**src/design/button_press_classifier_assert.svh**
```systemverilog
// Assertion macros for the button press classifier.
// Define NO_ASSERTIONS to compile them out; users need clk_i and rst_ni in scope.
`ifndef BUTTON_PRESS_CLASSIFIER_ASSERT_SVH
`define BUTTON_PRESS_CLASSIFIER_ASSERT_SVH
`ifndef NO_ASSERTIONS
// Checked while out of reset
`define BPC_ASSERT(lbl, prop, msg) \
  lbl: assert property (@(posedge clk_i) disable iff (!rst_ni) prop) else $error(msg);
// Checked at every edge, reset included
`define BPC_ASSERT_ALWAYS(lbl, prop, msg) \
  lbl: assert property (@(posedge clk_i) prop) else $error(msg);
`else
`define BPC_ASSERT(lbl, prop, msg)
`define BPC_ASSERT_ALWAYS(lbl, prop, msg)
`endif
`endif

```
**src/design/bpc_pkg.sv**
```systemverilog
// Shared types and constants for the button press classifier.
// No dependencies; imported by bpc_core and button_press_classifier.
`timescale 1ns / 1ps

package bpc_pkg;

  // Default press/gap counter width
  localparam int unsigned CountWidthDef = 16;

  // Register file: 4 registers, 32-bit words
  localparam int unsigned RegAddrWidth = 4;
  localparam logic [1:0] REG_ACTIVE_LEVEL = 2'd0;
  localparam logic [1:0] REG_SHORT_TICKS  = 2'd1;
  localparam logic [1:0] REG_LONG_TICKS   = 2'd2;
  localparam logic [1:0] REG_DOUBLE_WIN   = 2'd3;

  // Reset values of the configuration registers
  localparam logic        ActiveLevelRst = 1'b0;
  localparam logic [15:0] ShortTicksRst  = 16'd5;
  localparam logic [15:0] LongTicksRst   = 16'd500;
  localparam logic [15:0] DoubleWinRst   = 16'd30;

  typedef enum logic [2:0] {
    EV_NONE    = 3'd0,
    EV_LONG    = 3'd1,
    EV_SHORT   = 3'd2,
    EV_DOUBLE  = 3'd3,
    EV_IGNORED = 3'd4,
    EV_ERROR   = 3'd5
  } event_e;

  typedef struct packed {
    logic        active_level;
    logic [15:0] short_ticks;
    logic [15:0] long_ticks;
    logic [15:0] double_window_ticks;
  } cfg_t;

endpackage

```
**src/design/bpc_core.sv**
```systemverilog
// Per-sample classification logic: next counter values and the event code.
// Purely combinational; depends on bpc_pkg.
`timescale 1ns / 1ps

module bpc_core import bpc_pkg::*; #(
  parameter int unsigned COUNT_WIDTH = CountWidthDef
) (
  input  logic                   level_i,
  input  cfg_t                   cfg_i,
  input  logic [COUNT_WIDTH-1:0] press_i,
  input  logic [COUNT_WIDTH-1:0] gap_i,
  output logic [COUNT_WIDTH-1:0] press_o,
  output logic [COUNT_WIDTH-1:0] gap_o,
  output event_e                 event_o
);

  // Compare width covers both the counters and the 16-bit registers
  localparam int unsigned CmpWidth = (COUNT_WIDTH > 16) ? COUNT_WIDTH : 16;

  logic [CmpWidth-1:0]    press_x, gap_x, short_x, long_x, win_x, half_x, max_x;
  logic [COUNT_WIDTH-1:0] cnt_max, win_clamp, gap_sel;
  logic                   press_max;

  assign cnt_max   = {COUNT_WIDTH{1'b1}};
  assign press_max = &press_i;

  assign press_x = CmpWidth'(press_i);
  assign gap_x   = CmpWidth'(gap_i);
  assign short_x = CmpWidth'(cfg_i.short_ticks);
  assign long_x  = CmpWidth'(cfg_i.long_ticks);
  assign win_x   = CmpWidth'(cfg_i.double_window_ticks);
  assign half_x  = CmpWidth'(cfg_i.short_ticks[15:1]);
  assign max_x   = CmpWidth'(cnt_max);

  // Window loaded into the gap counter, clamped to counter range
  assign win_clamp = (win_x > max_x) ? cnt_max : win_x[COUNT_WIDTH-1:0];

  // Press counting while held, classification on release
  always_comb begin
    event_o = EV_NONE;
    gap_sel = gap_i;
    press_o = '0;
    if (level_i == cfg_i.active_level) begin
      if (press_x == long_x && !press_max) begin
        event_o = EV_LONG;
      end
      press_o = press_max ? press_i : press_i + COUNT_WIDTH'(1);
    end else if (press_x != '0) begin
      priority if (press_x >= long_x) begin
        gap_sel = '0;
      end else if (press_x >= short_x) begin
        if (gap_x < win_x) begin
          event_o = (gap_x > half_x) ? EV_DOUBLE : EV_IGNORED;
          gap_sel = win_clamp;
        end else begin
          event_o = EV_SHORT;
          gap_sel = '0;
        end
      end else begin
        event_o = EV_ERROR;
      end
    end
  end

  // Gap advances by one tick from the selected value (held, cleared or window), saturating
  assign gap_o = (&gap_sel) ? gap_sel : gap_sel + COUNT_WIDTH'(1);

endmodule

```
**src/design/button_press_classifier.sv**
```systemverilog
// Button press classifier: result valid in the cycle after the input transfer.
// Throughput 1 sample per cycle; the result register holds one item and the
// input is taken whenever that register is empty or being drained.
// Reset (rst_ni low, asynchronous) clears both counters, the result valid flag
// and loads the configuration registers with their defaults.
// Depends on bpc_pkg, bpc_core and button_press_classifier_assert.svh.
`timescale 1ns / 1ps
`include "button_press_classifier_assert.svh"

module button_press_classifier import bpc_pkg::*; #(
  parameter int unsigned COUNT_WIDTH = CountWidthDef
) (
  input  logic                    clk_i,
  input  logic                    rst_ni,
  // APB-style configuration port
  input  logic                    psel,
  input  logic                    penable,
  input  logic                    pwrite,
  input  logic [RegAddrWidth-1:0] paddr,
  input  logic [31:0]             pwdata,
  output logic [31:0]             prdata,
  output logic                    pready,
  // Sample input
  input  logic                    in_valid_i,
  output logic                    in_ready_o,
  input  logic                    level_i,
  // Event output
  output logic                    out_valid_o,
  input  logic                    out_ready_i,
  output logic [2:0]              event_res_o
);

  cfg_t                   cfg_q;
  logic [COUNT_WIDTH-1:0] press_q, press_d, gap_q, gap_d;
  event_e                 event_d, event_q;
  logic                   out_valid_q;
  logic                   in_xfer, cfg_wr;
  logic [1:0]             reg_idx;

  assign pready  = 1'b1;
  assign reg_idx = paddr[RegAddrWidth-1:2];
  assign cfg_wr  = psel & penable & pwrite & pready;

  // Configuration registers
  always_ff @(posedge clk_i or negedge rst_ni) begin
    if (!rst_ni) begin
      cfg_q.active_level        <= ActiveLevelRst;
      cfg_q.short_ticks         <= ShortTicksRst;
      cfg_q.long_ticks          <= LongTicksRst;
      cfg_q.double_window_ticks <= DoubleWinRst;
    end else if (cfg_wr) begin
      unique case (reg_idx)
        REG_ACTIVE_LEVEL: cfg_q.active_level        <= pwdata[0];
        REG_SHORT_TICKS:  cfg_q.short_ticks         <= pwdata[15:0];
        REG_LONG_TICKS:   cfg_q.long_ticks          <= pwdata[15:0];
        REG_DOUBLE_WIN:   cfg_q.double_window_ticks <= pwdata[15:0];
      endcase
    end
  end

  // Register readback
  always_comb begin
    unique case (reg_idx)
      REG_ACTIVE_LEVEL: prdata = {31'd0, cfg_q.active_level};
      REG_SHORT_TICKS:  prdata = {16'd0, cfg_q.short_ticks};
      REG_LONG_TICKS:   prdata = {16'd0, cfg_q.long_ticks};
      REG_DOUBLE_WIN:   prdata = {16'd0, cfg_q.double_window_ticks};
    endcase
  end

  // Handshake: take a sample when the result slot is free or draining
  assign in_ready_o = !out_valid_q || out_ready_i;
  assign in_xfer    = in_valid_i && in_ready_o;

  bpc_core #(
    .COUNT_WIDTH(COUNT_WIDTH)
  ) u_core (
    .level_i (level_i),
    .cfg_i   (cfg_q),
    .press_i (press_q),
    .gap_i   (gap_q),
    .press_o (press_d),
    .gap_o   (gap_d),
    .event_o (event_d)
  );

  // Counter state and result valid
  always_ff @(posedge clk_i or negedge rst_ni) begin
    if (!rst_ni) begin
      press_q     <= '0;
      gap_q       <= '0;
      out_valid_q <= 1'b0;
    end else begin
      if (in_xfer) begin
        press_q <= press_d;
        gap_q   <= gap_d;
      end
      if (in_xfer) begin
        out_valid_q <= 1'b1;
      end else if (out_ready_i) begin
        out_valid_q <= 1'b0;
      end
    end
  end

  // Result payload
  always_ff @(posedge clk_i) begin
    if (in_xfer) begin
      event_q <= event_d;
    end
  end

  assign out_valid_o = out_valid_q;
  assign event_res_o = 3'(event_q);

  // Checks
  `BPC_ASSERT(a_result_follows, in_xfer |=> out_valid_o, "result missing after transfer")
  `BPC_ASSERT(a_gap_nonzero, in_xfer |=> (gap_q != '0), "idle gap not advanced")
  `BPC_ASSERT(a_held_no_release_ev,
    (in_xfer && level_i == cfg_q.active_level) |=> (event_q == EV_NONE || event_q == EV_LONG),
    "release event while held")
  `BPC_ASSERT_ALWAYS(a_ready_when_empty, !out_valid_q |-> in_ready_o, "input stalled with empty slot")

endmodule
```
**config.mk**
```make
export PLATFORM = sky130hd
export DESIGN_NAME = button_press_classifier
export DESIGN_NICKNAME = d
export VERILOG_FILES = /design/src/design/bpc_pkg.sv /design/src/design/bpc_core.sv /design/src/design/button_press_classifier.sv
export VERILOG_INCLUDE_DIRS = /design/src /design/src/design
export SDC_FILE = /design/constraint.sdc
export NUM_CORES = 1
export LEC_CHECK = 0
export BUFFER_PORTS_ARGS = -buffer_cell sky130_fd_sc_hd__buf_2
export CORE_UTILIZATION = 30
export DETAILED_ROUTE_END_ITERATION = 12
export GPL_TIMING_DRIVEN = 0
export HOLD_SLACK_MARGIN = 0.08
export PLACE_DENSITY_LB_ADDON = 0.1
export SYNTH_ARGS = -nofsm -noshare
export SYNTH_HDL_FRONTEND = slang
export SYNTH_SLANG_ARGS = --single-unit
```
**constraint.sdc**
```tcl
create_clock -name clk_i -period 13.1 [get_ports clk_i]
set_clock_uncertainty 0.05 [all_clocks]
set_input_delay 2.62 -clock clk_i [delete_from_list [all_inputs] [get_ports clk_i]]
set_output_delay 2.62 -clock clk_i [all_outputs]
set_load 0.1 [all_outputs]
```
==> metrics <==
Cell Area, Synth 6240 um2; Crit-path slowest cell nor2b_1; Critical Path RT 10.43 ns; FP Rows 52; Layout fillers 2095; CORE AREA 20300 um2; post-synth top area share 28.1%; clock sink count 85; Inserted Diodes 0; Yosys reg bits 85; layout cells sized above 1 20.7%; Worst Tran Pin Value 0.916 ns; Critical Path End Type output pin; Int Pwr 0.000648 W; Async SR Flop Fraction 96.5%; relative max-transition margin 38.4%; Synth Instances 661; Worst setup SP type primary input; worst hold path startpoint cfg_q[31]; Critical Path AT 4.73 ns; vias in the first global route 5276; Port Buffer Count 45; most frequent cell after synthesis dfrtp_1; unrepaired setup endpoints after global routing false; Clock transition at path regs 0.06 ns; I/O pins 82; Die Wd 146 um; CTS resizes 0; busiest metal layer after global routing met2; chip height 146 um; Hold Fails Final Rpt 0; nets 842; full die area 21400 um2; Starting Density 30.8%; largest stage delay on the critical path 0.55 ns; Root Buffer clkbuf_16; Final setup viols 0; first-pass GRT wire length 30.1 mm; Setup CP Type primary input to output pin; Crit Path Max Fanout 10; Mean Syn Cell Area 9.45 um2; drt total wl 18.9 mm; DRT iter0 DRCs 198; crit-path cells buf_2 > clkbuf_1 > nor2b_1 > clkbuf_1 > a22o_1 > buf_2; Bufs on Longest Clock Path 2; number of max-cap violations 0; Clk pwr share 24.8%; DR vias 5180; all-layer global routing usage 18.5%; EDFF count, synth 3; initial antenna violation count 0; Distinct cells, synth 77; Post-DP HPWL 15.1 mm; number of hold buffers added after cts 0; worst min-delay path class flop to flop; H-tree depth 3; Worst IR Drop VDD 0.0634 mV; RePlAce Congestion 0.816; Fmax 0.135 GHz; Seq/Total Area, Yosys 34.5%; most common flop cell mapped by yosys dfrtp_1; Final Slew Violations 0; largest cells by area after synthesis dfrtp_1 28%, ha_1 13%, mux2_2 6.5%; DR WL/cell 18.7 um; Critical Path Start paddr[2]; Vias/cell 5.14; largest net degree at the start of global routing 69; critical path's top delay family buffers and inverters; first-pass iteration count of the detailed router 6; sw power 0.000474 W; Residual DRC 0; YS warnings 0; GR Util met1 23.5%; TritonCTS buffer count 9; Synth area leader dfrtp_1; area growth from synthesis to layout 15.4%; post-CTS setup buffer count 0; setup TNS 0 ns; CTS tree yes; PwrDens 156 nW/um2; Comb pwr share 41.3%; fin crit share 56.5%; R2R Path Start cfg_q[21]; Min Clock Period, post-route 7.40 ns; worst skew pair latency 0.35 ns; met3 Use GR 2.69%; flop2flop setup slack 7.88 ns; switching part of the total 42.3%; Lkg Pwr 3.32 nW; Seq pwr share 33.8%; Antenna Nets Post-Route 0; Pwr Total 0.00112 W; most frequent cells after synthesis 70 x dfrtp_1, 68 x nand2_1, 65 x ha_1; met2 usage 32.1%; Buf/Inv on CP 4; GR Overflow Total 0; outcome completed
-- sequential cells by signal (all words and copies together), names as in the netlist --
| name | count |
|---|---|
| cfg_q | 49 |
| event_res_o | 3 |
| out_valid_o | 1 |
| press_q | 16 |
| gap_q | 16 |
-- layer usage --
metal  up-vias  part of all wire [%]
met3        28                   3.0
met2       101                    49
li1       2536                     -
met5         -                     0
met4         0                   2.3
met1      2515                    45
-- path summary, 6_finish.rpt --
path	depth (start not counted)	endpoint
min in group asynchronous	1	gap_q[12]
max in group asynchronous	2	cfg_q[2]
worst max register to register	15	gap_q[14]
worst max-delay path	6	prdata[6]
worst min register to register	1	cfg_q[31]
worst min-delay path	1	cfg_q[31]
-- cell families (layout without fill, tap and decap cells) --
logic type	Yosys count	count (layout)	share of synthesized area [%]
compound gates	170	170	19.4
xor+xnor	13	13	1.82
fa+ha+maj	65	65	13.0
buf+inv	97	159	7.23
flops	85	85	34.5
mux	41	41	7.58
other cells	2	17	0.120
simple gates	188	188	16.2
-- worst reg2reg max path, cell delays in order, from the launching register on --
cell and delay, ns:
dfstp_2 0.55, inv_1 0.05, ha_1 0.30, a21oi_1 0.15, o21ai_0 0.15, a221oi_1 0.64
nand2_1 0.35, o21bai_4 0.30, buf_6 0.19, clkbuf_1 0.44, a22o_1 0.26, ha_1 0.15
clkbuf_1 0.35, nand4b_1 0.24, or4b_2 0.68, a31o_2 0.26
-- metrics by stage --
stage | instances | setup WS (ns) | util [%] | hold slack [ns] | cell area, um2
after floorplan | 676 | 6.15 | - | 0.450 | 6300
after global placement | 991 | 5.68 | 33.8 | 0.459 | 6860
after detailed placement | 992 | 5.68 | 34.0 | 0.476 | 6890
after CTS | 1008 | 5.67 | 35.5 | 0.490 | 7210
after global routing | 1008 | 5.60 | 35.5 | 0.516 | 7210
final | 1008 | 5.70 | 35.5 | 0.486 | 7210
-- cells in the final DEF (no fill, tap or decap), drive strengths merged, types with 13 or more instances in the layout --
master,instances
o21ai,51
nand4,13
ha,65
mux2,37
buf,67
a22o,18
a21oi,28
clkbuf,34
dfrtp,70
nor2,29
conb,17
nand2,68
inv,55
nand3,14
-- cell type report --
cell class              instances  area (um2)  area share [%]
inverters                      55         206            2.86
plain buffers                  42         245            3.40
clock buffers                  13         272            3.77
well taps                     270         338            4.69
repair buffers                 46         255            3.54
clock inverters                 3        42.5           0.590
multi-input cells             494        3690            51.2
flip-flops and latches         85        2160            29.9
-- power by group through the flow --
stage	logic [W]	clock network, W	registers [W]
floorplan	0.000349	0	0.000374
global placement	0.000453	0	0.000383
detailed placement	0.000463	0	0.000385
CTS	0.000466	0.000286	0.000380
global route	0.000508	0.000297	0.000388
finish	0.000463	0.000279	0.000380
Power figures use the tool's default switching activity.
